### src/sv/dpeu_pkg.sv
package dpeu_pkg;

  localparam int unsigned DataW   = 32;
  localparam int unsigned RegIdxW = 4;
  localparam int unsigned RegCnt  = 16;
  localparam int unsigned ImmW    = 8;
  localparam int unsigned FlagW   = 4;
  localparam int unsigned QDepth  = 2;
  localparam int unsigned QPtrW   = (QDepth > 1) ? $clog2(QDepth) : 1;
  localparam int unsigned QCntW   = $clog2(QDepth + 1);

  localparam logic [2:0] FixedHigh = 3'b111;
  localparam logic [1:0] FixedLow  = 2'b00;

  localparam int unsigned FlagN = 3;
  localparam int unsigned FlagZ = 2;
  localparam int unsigned FlagC = 1;
  localparam int unsigned FlagV = 0;

  typedef enum logic [3:0] {
    OpAnd = 4'h0,
    OpEor = 4'h1,
    OpSub = 4'h2,
    OpRsb = 4'h3,
    OpAdd = 4'h4,
    OpAdc = 4'h5,
    OpSbc = 4'h6,
    OpRsc = 4'h7,
    OpTst = 4'h8,
    OpTeq = 4'h9,
    OpCmp = 4'hA,
    OpCmn = 4'hB,
    OpOrr = 4'hC,
    OpMov = 4'hD,
    OpBic = 4'hE,
    OpMvn = 4'hF
  } alu_op_t;

  typedef struct packed {
    logic                ok;
    logic                imm_sel;
    alu_op_t             op;
    logic                s;
    logic [RegIdxW-1:0]  rn;
    logic [RegIdxW-1:0]  rd;
    logic [RegIdxW-1:0]  rm;
    logic [ImmW-1:0]     imm;
  } dec_t;

  typedef struct packed {
    logic valid;
    dec_t dec;
  } qword_t;

endpackage

### src/sv/dpeu_instr_if.sv
interface dpeu_instr_if;
  logic        valid;
  logic        ready;
  logic [31:0] instruction;

  modport source (output valid, output instruction, input ready);
  modport sink   (input valid, input instruction, output ready);
endinterface

### src/sv/dpeu_result_if.sv
interface dpeu_result_if;
  logic        valid;
  logic        ready;
  logic        reg_written;
  logic [3:0]  dest_index;
  logic [31:0] dest_value;
  logic [3:0]  flags_nzcv;
  logic        illegal;

  modport source (output valid, output reg_written, output dest_index, output dest_value,
                  output flags_nzcv, output illegal, input ready);
  modport sink   (input valid, input reg_written, input dest_index, input dest_value,
                  input flags_nzcv, input illegal, output ready);
endinterface

### src/sv/data_processing_execute_unit.sv
// Data-processing execute unit with NZCV flags.
// Channels: instr carries one 32-bit instruction word per handshake; result
// carries reg_written, dest_index, dest_value, flags_nzcv and illegal, one
// word per accepted instruction, in order. Both use valid/ready.
// Path: an accepted word is written into the queue, then read with its
// operands into the execute slot, then executed into the output register.
// Throughput: one instruction per cycle while result is not stalled,
// back-to-back dependent instructions included; the register file write of
// one instruction bypasses into the operand read of the next, and the flag
// register updates as each flag-setting instruction leaves execute.
// Reset (rst, synchronous): queue, execute slot and output register empty,
// flags zero, every register reads as zero until written.
// When the receiver stalls, the output register holds its word, execute
// holds one more, and the two-entry queue fills; instr.ready drops only when
// the queue is full.
module data_processing_execute_unit (
  input  logic          clk,
  input  logic          rst,
  dpeu_instr_if.sink    instr,
  dpeu_result_if.source result
);

  dpeu_pkg::qword_t push;
  dpeu_pkg::qword_t head;
  logic             full;
  logic             pop;

  dpeu_front u_front (
    .instr (instr),
    .full  (full),
    .push  (push)
  );

  dpeu_queue u_queue (
    .clk  (clk),
    .rst  (rst),
    .push (push),
    .full (full),
    .pop  (pop),
    .head (head)
  );

  dpeu_back u_back (
    .clk    (clk),
    .rst    (rst),
    .head   (head),
    .pop    (pop),
    .result (result)
  );

endmodule

### src/sv/dpeu_front.sv
module dpeu_front (
  dpeu_instr_if.sink     instr,
  input  logic           full,
  output dpeu_pkg::qword_t push
);

  logic [31:0] ir;
  logic        fmt_ok;
  logic        zero_ok;

  assign ir     = instr.instruction;
  assign fmt_ok = (ir[31:29] == dpeu_pkg::FixedHigh) && (ir[27:26] == dpeu_pkg::FixedLow);

  always_comb begin
    if (ir[25]) begin
      zero_ok = (ir[11:8] == 4'd0);
    end else begin
      zero_ok = (ir[11:4] == 8'd0);
    end
  end

  assign instr.ready = !full;

  always_comb begin
    push.valid       = instr.valid && !full;
    push.dec.ok      = fmt_ok && zero_ok;
    push.dec.imm_sel = ir[25];
    push.dec.op      = dpeu_pkg::alu_op_t'(ir[24:21]);
    push.dec.s       = ir[20];
    push.dec.rn      = ir[19:16];
    push.dec.rd      = ir[15:12];
    push.dec.rm      = ir[3:0];
    push.dec.imm     = ir[7:0];
  end

endmodule

### src/sv/dpeu_queue.sv
module dpeu_queue (
  input  logic              clk,
  input  logic              rst,
  input  dpeu_pkg::qword_t  push,
  output logic              full,
  input  logic              pop,
  output dpeu_pkg::qword_t  head
);

  dpeu_pkg::dec_t                    slots [dpeu_pkg::QDepth];
  logic [dpeu_pkg::QPtrW-1:0]        wr_ptr;
  logic [dpeu_pkg::QPtrW-1:0]        rd_ptr;
  logic [dpeu_pkg::QCntW-1:0]        count;
  logic                              do_pop;

  assign full       = (count == dpeu_pkg::QCntW'(dpeu_pkg::QDepth));
  assign head.valid = (count != '0);
  assign head.dec   = slots[rd_ptr];
  assign do_pop     = pop && head.valid;

  function automatic logic [dpeu_pkg::QPtrW-1:0] ptr_inc(input logic [dpeu_pkg::QPtrW-1:0] p);
    if (p == dpeu_pkg::QPtrW'(dpeu_pkg::QDepth - 1)) begin
      return '0;
    end
    return p + 1'b1;
  endfunction

  always_ff @(posedge clk) begin
    if (push.valid) begin
      slots[wr_ptr] <= push.dec;
    end
  end

  always_ff @(posedge clk) begin
    if (rst) begin
      wr_ptr <= '0;
      rd_ptr <= '0;
      count  <= '0;
    end else begin
      if (push.valid) begin
        wr_ptr <= ptr_inc(wr_ptr);
      end
      if (do_pop) begin
        rd_ptr <= ptr_inc(rd_ptr);
      end
      if (push.valid && !do_pop) begin
        count <= count + 1'b1;
      end else if (!push.valid && do_pop) begin
        count <= count - 1'b1;
      end
    end
  end

  a_count_bound: assert property (@(posedge clk) disable iff (rst)
    count <= dpeu_pkg::QCntW'(dpeu_pkg::QDepth))
    else $error("queue count above depth");

endmodule

### src/sv/dpeu_back.sv
module dpeu_back (
  input  logic              clk,
  input  logic              rst,
  input  dpeu_pkg::qword_t  head,
  output logic              pop,
  dpeu_result_if.source     result
);

  logic [dpeu_pkg::DataW-1:0] rf_mem [dpeu_pkg::RegCnt];
  logic [dpeu_pkg::RegCnt-1:0] rf_valid;

  logic                        e_valid;
  dpeu_pkg::dec_t              e_dec;
  logic [dpeu_pkg::DataW-1:0]  rn_q;
  logic [dpeu_pkg::DataW-1:0]  rm_q;
  logic                        rn_ok;
  logic                        rm_ok;
  logic [dpeu_pkg::FlagW-1:0]  cond_flags;

  logic                        e_adv;
  logic                        we;
  logic                        fwd_rn;
  logic                        fwd_rm;

  logic [dpeu_pkg::DataW-1:0]  a;
  logic [dpeu_pkg::DataW-1:0]  b;
  logic [dpeu_pkg::DataW-1:0]  x;
  logic [dpeu_pkg::DataW-1:0]  y;
  logic [dpeu_pkg::DataW:0]    sum;
  logic [dpeu_pkg::DataW-1:0]  r;
  logic                        arith;
  logic                        sub;
  logic                        swap;
  logic                        cin;
  logic                        compare;
  logic                        force_upd;
  logic                        c_bit;
  logic                        v_bit;
  logic [dpeu_pkg::FlagW-1:0]  nf;
  logic                        upd;
  logic                        wr;
  logic [dpeu_pkg::FlagW-1:0]  flags_out;

  assign e_adv = e_valid && (!result.valid || result.ready);
  assign pop   = head.valid && (!e_valid || e_adv);

  assign a = rn_ok ? rn_q : '0;
  assign b = e_dec.imm_sel ? {{(dpeu_pkg::DataW - dpeu_pkg::ImmW){1'b0}}, e_dec.imm}
                           : (rm_ok ? rm_q : '0);

  always_comb begin
    arith     = 1'b0;
    sub       = 1'b0;
    swap      = 1'b0;
    cin       = 1'b0;
    compare   = 1'b0;
    force_upd = 1'b0;
    unique case (e_dec.op)
      dpeu_pkg::OpSub: begin
        arith = 1'b1; sub = 1'b1; cin = 1'b1;
      end
      dpeu_pkg::OpRsb: begin
        arith = 1'b1; sub = 1'b1; swap = 1'b1; cin = 1'b1;
      end
      dpeu_pkg::OpAdd: begin
        arith = 1'b1;
      end
      dpeu_pkg::OpAdc: begin
        arith = 1'b1; cin = cond_flags[dpeu_pkg::FlagC]; force_upd = 1'b1;
      end
      dpeu_pkg::OpSbc: begin
        arith = 1'b1; sub = 1'b1; cin = cond_flags[dpeu_pkg::FlagC]; force_upd = 1'b1;
      end
      dpeu_pkg::OpRsc: begin
        arith = 1'b1; sub = 1'b1; swap = 1'b1;
        cin = cond_flags[dpeu_pkg::FlagC]; force_upd = 1'b1;
      end
      dpeu_pkg::OpTst, dpeu_pkg::OpTeq: begin
        compare = 1'b1; force_upd = 1'b1;
      end
      dpeu_pkg::OpCmp: begin
        sub = 1'b1; cin = 1'b1; compare = 1'b1; force_upd = 1'b1;
      end
      dpeu_pkg::OpCmn: begin
        compare = 1'b1; force_upd = 1'b1;
      end
      default: begin
      end
    endcase
  end

  assign x   = swap ? b : a;
  assign y   = swap ? a : b;
  assign sum = {1'b0, x} + {1'b0, (sub ? ~y : y)} + {{dpeu_pkg::DataW{1'b0}}, cin};

  always_comb begin
    unique case (e_dec.op)
      dpeu_pkg::OpAnd, dpeu_pkg::OpTst: r = a & b;
      dpeu_pkg::OpEor, dpeu_pkg::OpTeq: r = a ^ b;
      dpeu_pkg::OpOrr:                  r = a | b;
      dpeu_pkg::OpMov:                  r = b;
      dpeu_pkg::OpBic:                  r = a & ~b;
      dpeu_pkg::OpMvn:                  r = ~b;
      default:                          r = sum[dpeu_pkg::DataW-1:0];
    endcase
  end

  always_comb begin
    if (arith) begin
      c_bit = sub ? ~sum[dpeu_pkg::DataW] : sum[dpeu_pkg::DataW];
      v_bit = sub ? ((x[dpeu_pkg::DataW-1] ^ y[dpeu_pkg::DataW-1]) &
                     (x[dpeu_pkg::DataW-1] ^ r[dpeu_pkg::DataW-1]))
                  : (~(x[dpeu_pkg::DataW-1] ^ y[dpeu_pkg::DataW-1]) &
                     (x[dpeu_pkg::DataW-1] ^ r[dpeu_pkg::DataW-1]));
    end else begin
      c_bit = 1'b0;
      v_bit = 1'b0;
    end
  end

  assign nf        = {r[dpeu_pkg::DataW-1], (r == '0), c_bit, v_bit};
  assign upd       = e_dec.ok && (e_dec.s || force_upd);
  assign wr        = e_dec.ok && !compare;
  assign flags_out = upd ? nf : cond_flags;

  assign we     = e_adv && wr;
  assign fwd_rn = we && (e_dec.rd == head.dec.rn);
  assign fwd_rm = we && (e_dec.rd == head.dec.rm);

  always_ff @(posedge clk) begin
    if (we) begin
      rf_mem[e_dec.rd] <= r;
    end
    if (pop) begin
      rn_q  <= fwd_rn ? r : rf_mem[head.dec.rn];
      rm_q  <= fwd_rm ? r : rf_mem[head.dec.rm];
      rn_ok <= fwd_rn || rf_valid[head.dec.rn];
      rm_ok <= fwd_rm || rf_valid[head.dec.rm];
      e_dec <= head.dec;
    end
  end

  always_ff @(posedge clk) begin
    if (rst) begin
      rf_valid   <= '0;
      e_valid    <= 1'b0;
      cond_flags <= '0;
    end else begin
      if (we) begin
        rf_valid[e_dec.rd] <= 1'b1;
      end
      if (pop) begin
        e_valid <= 1'b1;
      end else if (e_adv) begin
        e_valid <= 1'b0;
      end
      if (e_adv && upd) begin
        cond_flags <= nf;
      end
    end
  end

  always_ff @(posedge clk) begin
    if (rst) begin
      result.valid <= 1'b0;
    end else if (e_adv) begin
      result.valid <= 1'b1;
    end else if (result.ready) begin
      result.valid <= 1'b0;
    end
  end

  always_ff @(posedge clk) begin
    if (e_adv) begin
      result.reg_written <= wr;
      result.dest_index  <= wr ? e_dec.rd : '0;
      result.dest_value  <= wr ? r : '0;
      result.flags_nzcv  <= flags_out;
      result.illegal     <= !e_dec.ok;
    end
  end

  a_illegal_no_write: assert property (@(posedge clk) disable iff (rst)
    result.valid && result.illegal |-> !result.reg_written)
    else $error("illegal word reported a register write");

  a_no_write_zero: assert property (@(posedge clk) disable iff (rst)
    result.valid && !result.reg_written |-> (result.dest_index == '0) &&
                                           (result.dest_value == '0))
    else $error("unwritten result carries nonzero destination");

  a_flags_track: assert property (@(posedge clk) disable iff (rst)
    !$past(rst) && $past(e_adv) |-> result.valid && (result.flags_nzcv == cond_flags))
    else $error("reported flags differ from flag register");

  a_pop_slot: assert property (@(posedge clk) disable iff (rst)
    pop |-> head.valid && (!e_valid || e_adv))
    else $error("queue popped without a free execute slot");

endmodule

### src/flat_wrapper.sv
// flat-port wrapper written by rule: the top's interface ports become plain ports
module data_processing_execute_unit_flat 
  (clk, rst, instr_valid, instr_instruction, instr_ready, result_valid, result_reg_written, result_dest_index, result_dest_value, result_flags_nzcv, result_illegal, result_ready);
  dpeu_instr_if instr_i ();
  dpeu_result_if result_i ();
  input  logic clk;
  input  logic rst;
  input wire logic [$bits(instr_i.valid)-1:0] instr_valid;
  input wire logic [$bits(instr_i.instruction)-1:0] instr_instruction;
  output wire logic [$bits(instr_i.ready)-1:0] instr_ready;
  output wire logic [$bits(result_i.valid)-1:0] result_valid;
  output wire logic [$bits(result_i.reg_written)-1:0] result_reg_written;
  output wire logic [$bits(result_i.dest_index)-1:0] result_dest_index;
  output wire logic [$bits(result_i.dest_value)-1:0] result_dest_value;
  output wire logic [$bits(result_i.flags_nzcv)-1:0] result_flags_nzcv;
  output wire logic [$bits(result_i.illegal)-1:0] result_illegal;
  input wire logic [$bits(result_i.ready)-1:0] result_ready;
  assign instr_i.valid = instr_valid;
  assign instr_i.instruction = instr_instruction;
  assign instr_ready = instr_i.ready;
  assign result_valid = result_i.valid;
  assign result_reg_written = result_i.reg_written;
  assign result_dest_index = result_i.dest_index;
  assign result_dest_value = result_i.dest_value;
  assign result_flags_nzcv = result_i.flags_nzcv;
  assign result_illegal = result_i.illegal;
  assign result_i.ready = result_ready;
  data_processing_execute_unit u_core (.clk(clk), .rst(rst), .instr(instr_i), .result(result_i));
endmodule
### config.mk
export PLATFORM = sky130hd
export DESIGN_NAME = data_processing_execute_unit_flat
export DESIGN_NICKNAME = d
export VERILOG_FILES = /design/src/sv/dpeu_pkg.sv /design/src/sv/dpeu_instr_if.sv /design/src/sv/dpeu_result_if.sv /design/src/sv/data_processing_execute_unit.sv /design/src/sv/dpeu_front.sv /design/src/sv/dpeu_queue.sv /design/src/sv/dpeu_back.sv /design/src/flat_wrapper.sv
export SDC_FILE = /design/constraint.sdc
export NUM_CORES = 1
export LEC_CHECK = 0
export ABC_CLOCK_PERIOD_IN_PS = 5600
export BUFFER_PORTS_ARGS = -buffer_cell sky130_fd_sc_hd__buf_2
export CAP_MARGIN = 20
export CORE_ASPECT_RATIO = 2
export CORE_MARGIN = 10
export CORE_UTILIZATION = 57
export CTS_BUF_LIST = sky130_fd_sc_hd__clkbuf_4
export DETAILED_ROUTE_END_ITERATION = 12
export PLACE_DENSITY = 0.76
export SYNTH_ARGS = -nofsm -noshare
export SYNTH_HDL_FRONTEND = slang
export SYNTH_SLANG_ARGS = --single-unit
### constraint.sdc
create_clock -name clk -period 5.6 [get_ports clk]
set_clock_uncertainty 0.1 [all_clocks]
set_input_delay 0.28 -clock clk [delete_from_list [all_inputs] [get_ports clk]]
set_output_delay 0.28 -clock clk [all_outputs]
set_load 0.005 [all_outputs]
==> results.json <==
{
  "ys_warn_count": 0,
  "synth-main-ff-cell": "edfxtp_1",
  "n_fill_cell": 5022,
  "final.setup.tns_ps": 0,
  "cap_violations": 0,
  "cts_buffer_depth": 3,
  "period_minus_slack_ps": 5320,
  "htree_num_levels": 4,
  "clk_latency_ps": 980,
  "muxShareOfSynthArea_pct": 8.91,
  "regToRegSetupSlack_ps": 280,
  "rsz0062_at_grt": "no",
  "crit_required_ps": 6350,
  "antenna_found_initial": 4,
  "ys_ff_latch": 712,
  "synth_edf_count": 685,
  "ioPinCount": 80,
  "crit_path_end": "u_core.u_back.result.flags_nzcv[2]",
  "synth_cells": 3421,
  "numCtsBuffers": 145,
  "core_area_sq_mm": 0.0656,
  "slew_viol_final": 0,
  "yosys-top-cells-count": "nand2_1 (808), edfxtp_1 (685), nand3_1 (427), clkbuf_1 (202), o21ai_0 (165)",
  "maxClockFrequency_ghz": 0.188,
  "yosysSeqAreaShare_pct": 56.2,
  "fin_nets": 3648,
  "async_reset_ff_share_pct": 0,
  "wl_per_cell_um": 25.0,
  "cp_max_fo": 42,
  "cp_data_arrival_time_ps": 6070,
  "drtAntennaViolNets": 0,
  "drive_above_1_share_pct": 17.4,
  "firstDrtPassIters": 6,
  "hold_path.class": "in2reg",
  "timing.rr.start": "u_core.u_back.e_dec[22]",
  "cts_sinks": 712,
  "die_y_um": 383,
  "gr-total-overflow": 0,
  "synth_area_sq_mm": 0.0376,
  "tightest_slew_ps": 1160,
  "status": "finished clean",
  "viasPerCell": 6.62,
  "yosys.cell_types.count": 90,
  "setup.worst_path.start_class": "flip-flop",
  "dp_hpwl_mm": 68.7,
  "synth_simple_gate_area_share_pct": 18.2,
  "grt_pass1_vias": 30100,
  "clk_root_buffer_cell": "clkbuf_4",
  "setup_violations": 0,
  "place_congestion": 0.977,
  "fin_crit_sh_pct": 95.1,
  "synth_nets": 3523,
  "clkTransAtPathRegs_ps": 90,
  "grt_max_degree": 133,
  "synth_top_family_by_area": "simple AND/OR/NAND/NOR gates",
  "port_buffers": 78,
  "use_met3_pct": 5.60,
  "fin_util_pct": 63.5,
  "finalHoldViolCount": 0,
  "synth_area_per_cell_sq_um": 11.0,
  "synth_xor_area_share_pct": 1.77,
  "track_usage_pct": 28.8,
  "total_leakage_power_nw": 15.0,
  "synth_top_area_cell": "edfxtp_1",
  "crit_start": "u_core.u_back.e_dec[22]",
  "met2_usage_pct": 49.9,
  "worst_setup_path_end_kind": "flip-flop",
  "gr-usage-met1_pct": 30.9,
  "postCtsResizedCells": 0,
  "power_density_mw_per_mm2": 670,
  "drtIter0Drc": 3463,
  "rows": 133,
  "max_slew_margin_pct": 22.5,
  "wl_mm": 113,
  "die_area_sq_mm": 0.0772,
  "grt_busiest_layer": "met2",
  "start_util_pct": 57.3,
  "synthTopCellsByArea": "edfxtp_1 (55%), nand2_1 (8.1%), mux4_2 (7.9%)",
  "drc_errors": 0,
  "yosysMostFrequentCell": "nand2_1",
  "syn_to_final_growth_pct": 10.8,
  "r2r_end": "u_core.u_back.result.flags_nzcv[2]",
  "synth_compound_area_share_pct": 9.25,
  "power_mw": 27.9,
  "cts_tree": "yes",
  "path_class": "reg2reg",
  "die_x_um": 202,
  "synth-adder-area-share_pct": 2.24,
  "vias": 30000,
  "r2r_cells": 18,
  "yosysTopAreaCellShare_pct": 54.7,
  "irDropWorstVdd_v": 0.000387,
  "grt_pass1_wl_mm": 171
}
-- flip-flops by register name (all words and copies together) (netlist names), 2 cells and up, named ones only --
signal                           flops
u_core.u_back.cond_flags             4
u_core.u_back.e_dec                 19
u_core.u_back.result.dest_index      4
u_core.u_back.result.dest_value     32
u_core.u_back.result.flags_nzcv      4
u_core.u_back.rf_mem               512
u_core.u_back.rf_valid              16
u_core.u_back.rm_q                  32
u_core.u_back.rn_q                  32
u_core.u_queue.count                 2
u_core.u_queue.slots                46
-- what timing repair did --
| action | 4_1_cts | 5_1_grt |
|---|---|---|
| hold buffers | 52 | 0 |
| setup endpoints to repair | 0 | 0 |
| buffers inserted | 0 | 0 |
| endpoints found under the hold margin | 96 | 0 |
-- through the flow --
| stage | hold slack [ps] | instances | cell area, sq um | setup slack (ps) |
|---|---|---|---|---|
| finish | 156 | 4535 | 41700 | 275 |
| CTS | 54.0 | 4527 | 41600 | 401 |
| floorplan | 279 | 3421 | 37600 | 438 |
| global placement | 367 | 4223 | 39300 | 514 |
| global route | 115 | 4532 | 41600 | 26.7 |
| detailed placement | 372 | 4223 | 39300 | 453 |
-- placed cells by master, fill, tap and decap left out, types with 10 or more instances in the layout --
| cell | instances |
|---|---|
| buf_12 | 13 |
| clkinv_1 | 32 |
| dlygate4sd3_1 | 52 |
| mux2_2 | 18 |
| o21ai_0 | 165 |
| nand3_1 | 424 |
| a211oi_1 | 22 |
| nand4_1 | 20 |
| nor2_1 | 116 |
| nand3b_1 | 10 |
| nand2_1 | 808 |
| a21oi_1 | 101 |
| dfxtp_1 | 26 |
| clkinv_2 | 12 |
| clkbuf_4 | 194 |
| o22ai_1 | 13 |
| o211ai_1 | 10 |
| xor2_1 | 17 |
| a311oi_1 | 69 |
| buf_2 | 78 |
| mux4_2 | 132 |
| and3_1 | 48 |
| xnor2_1 | 59 |
| nor2_4 | 13 |
| a21o_1 | 16 |
| a31oi_1 | 42 |
| ha_1 | 64 |
| buf_4 | 104 |
| edfxtp_1 | 685 |
| inv_1 | 51 |
| nor3_1 | 31 |
-- worst max-delay path: stages, from the launching register on --
cell,delay [ps]
edfxtp_1,530
nand3_2,170
buf_4,250
buf_4,400
a21oi_1,80
a21oi_1,190
xnor2_1,90
ha_1,470
and3_1,270
a221oi_4,130
or4_4,560
a31oi_4,360
a211oi_2,130
xnor2_1,170
a211oi_2,490
nand4_1,180
nor4_2,270
buf_4,200
mux2_1,150
-- kinds of logic after synthesis --
logic type | after synthesis
compound gates | 527
buf+inv | 328
fa+ha+maj | 66
flops | 712
simple gates | 1545
mux | 167
xor+xnor | 76
-- routing by layer --
| metal | share of wire (%) | up-vias |
|---|---|---|
| met5 | 0 | - |
| met4 | 7.1 | 0 |
| met3 | 10 | 554 |
| met2 | 50 | 2147 |
| met1 | 32 | 14300 |
| li1 | - | 13100 |
-- layout make-up --
cell class	count	area, sq um	share of cell area (%)
diodes	7	17.5	0.0421
clock buffers	194	1460	3.50
clock inverters	58	359	0.862
inverters	58	229	0.550
multi-input cells	2381	15400	37.0
flip-flops and latches	712	21100	50.7
well taps	877	1100	2.63
repair buffers	248	1980	4.75
-- report_power, final --
group / total (mW) / internal, mW / leakage (nW) / switching [mW]
clock network: 3.80 / 1.77 / 1.06 / 2.02
logic: 14.7 / 4.64 / 7.40 / 10.1
registers: 9.37 / 8.95 / 6.49 / 0.419
-- worst min path at each step --
| stage | slack [ps] | startpoint | to | cells after the start |
|---|---|---|---|---|
| after CTS | 50 | instr_instruction[30] | u_core.u_queue.slots[0][26] | 4 |
| after detailed placement | 370 | u_core.u_back.cond_flags[1] | u_core.u_back.cond_flags[1] | 2 |
| after global routing | 120 | instr_instruction[30] | u_core.u_queue.slots[0][26] | 4 |
| after floorplan | 280 | instr_instruction[2] | u_core.u_queue.slots[0][10] | 0 |
| after global placement | 370 | u_core.u_back.cond_flags[1] | u_core.u_back.cond_flags[1] | 2 |
| final | 160 | instr_instruction[30] | u_core.u_queue.slots[0][26] | 4 |
Power figures use the tool's default switching activity.
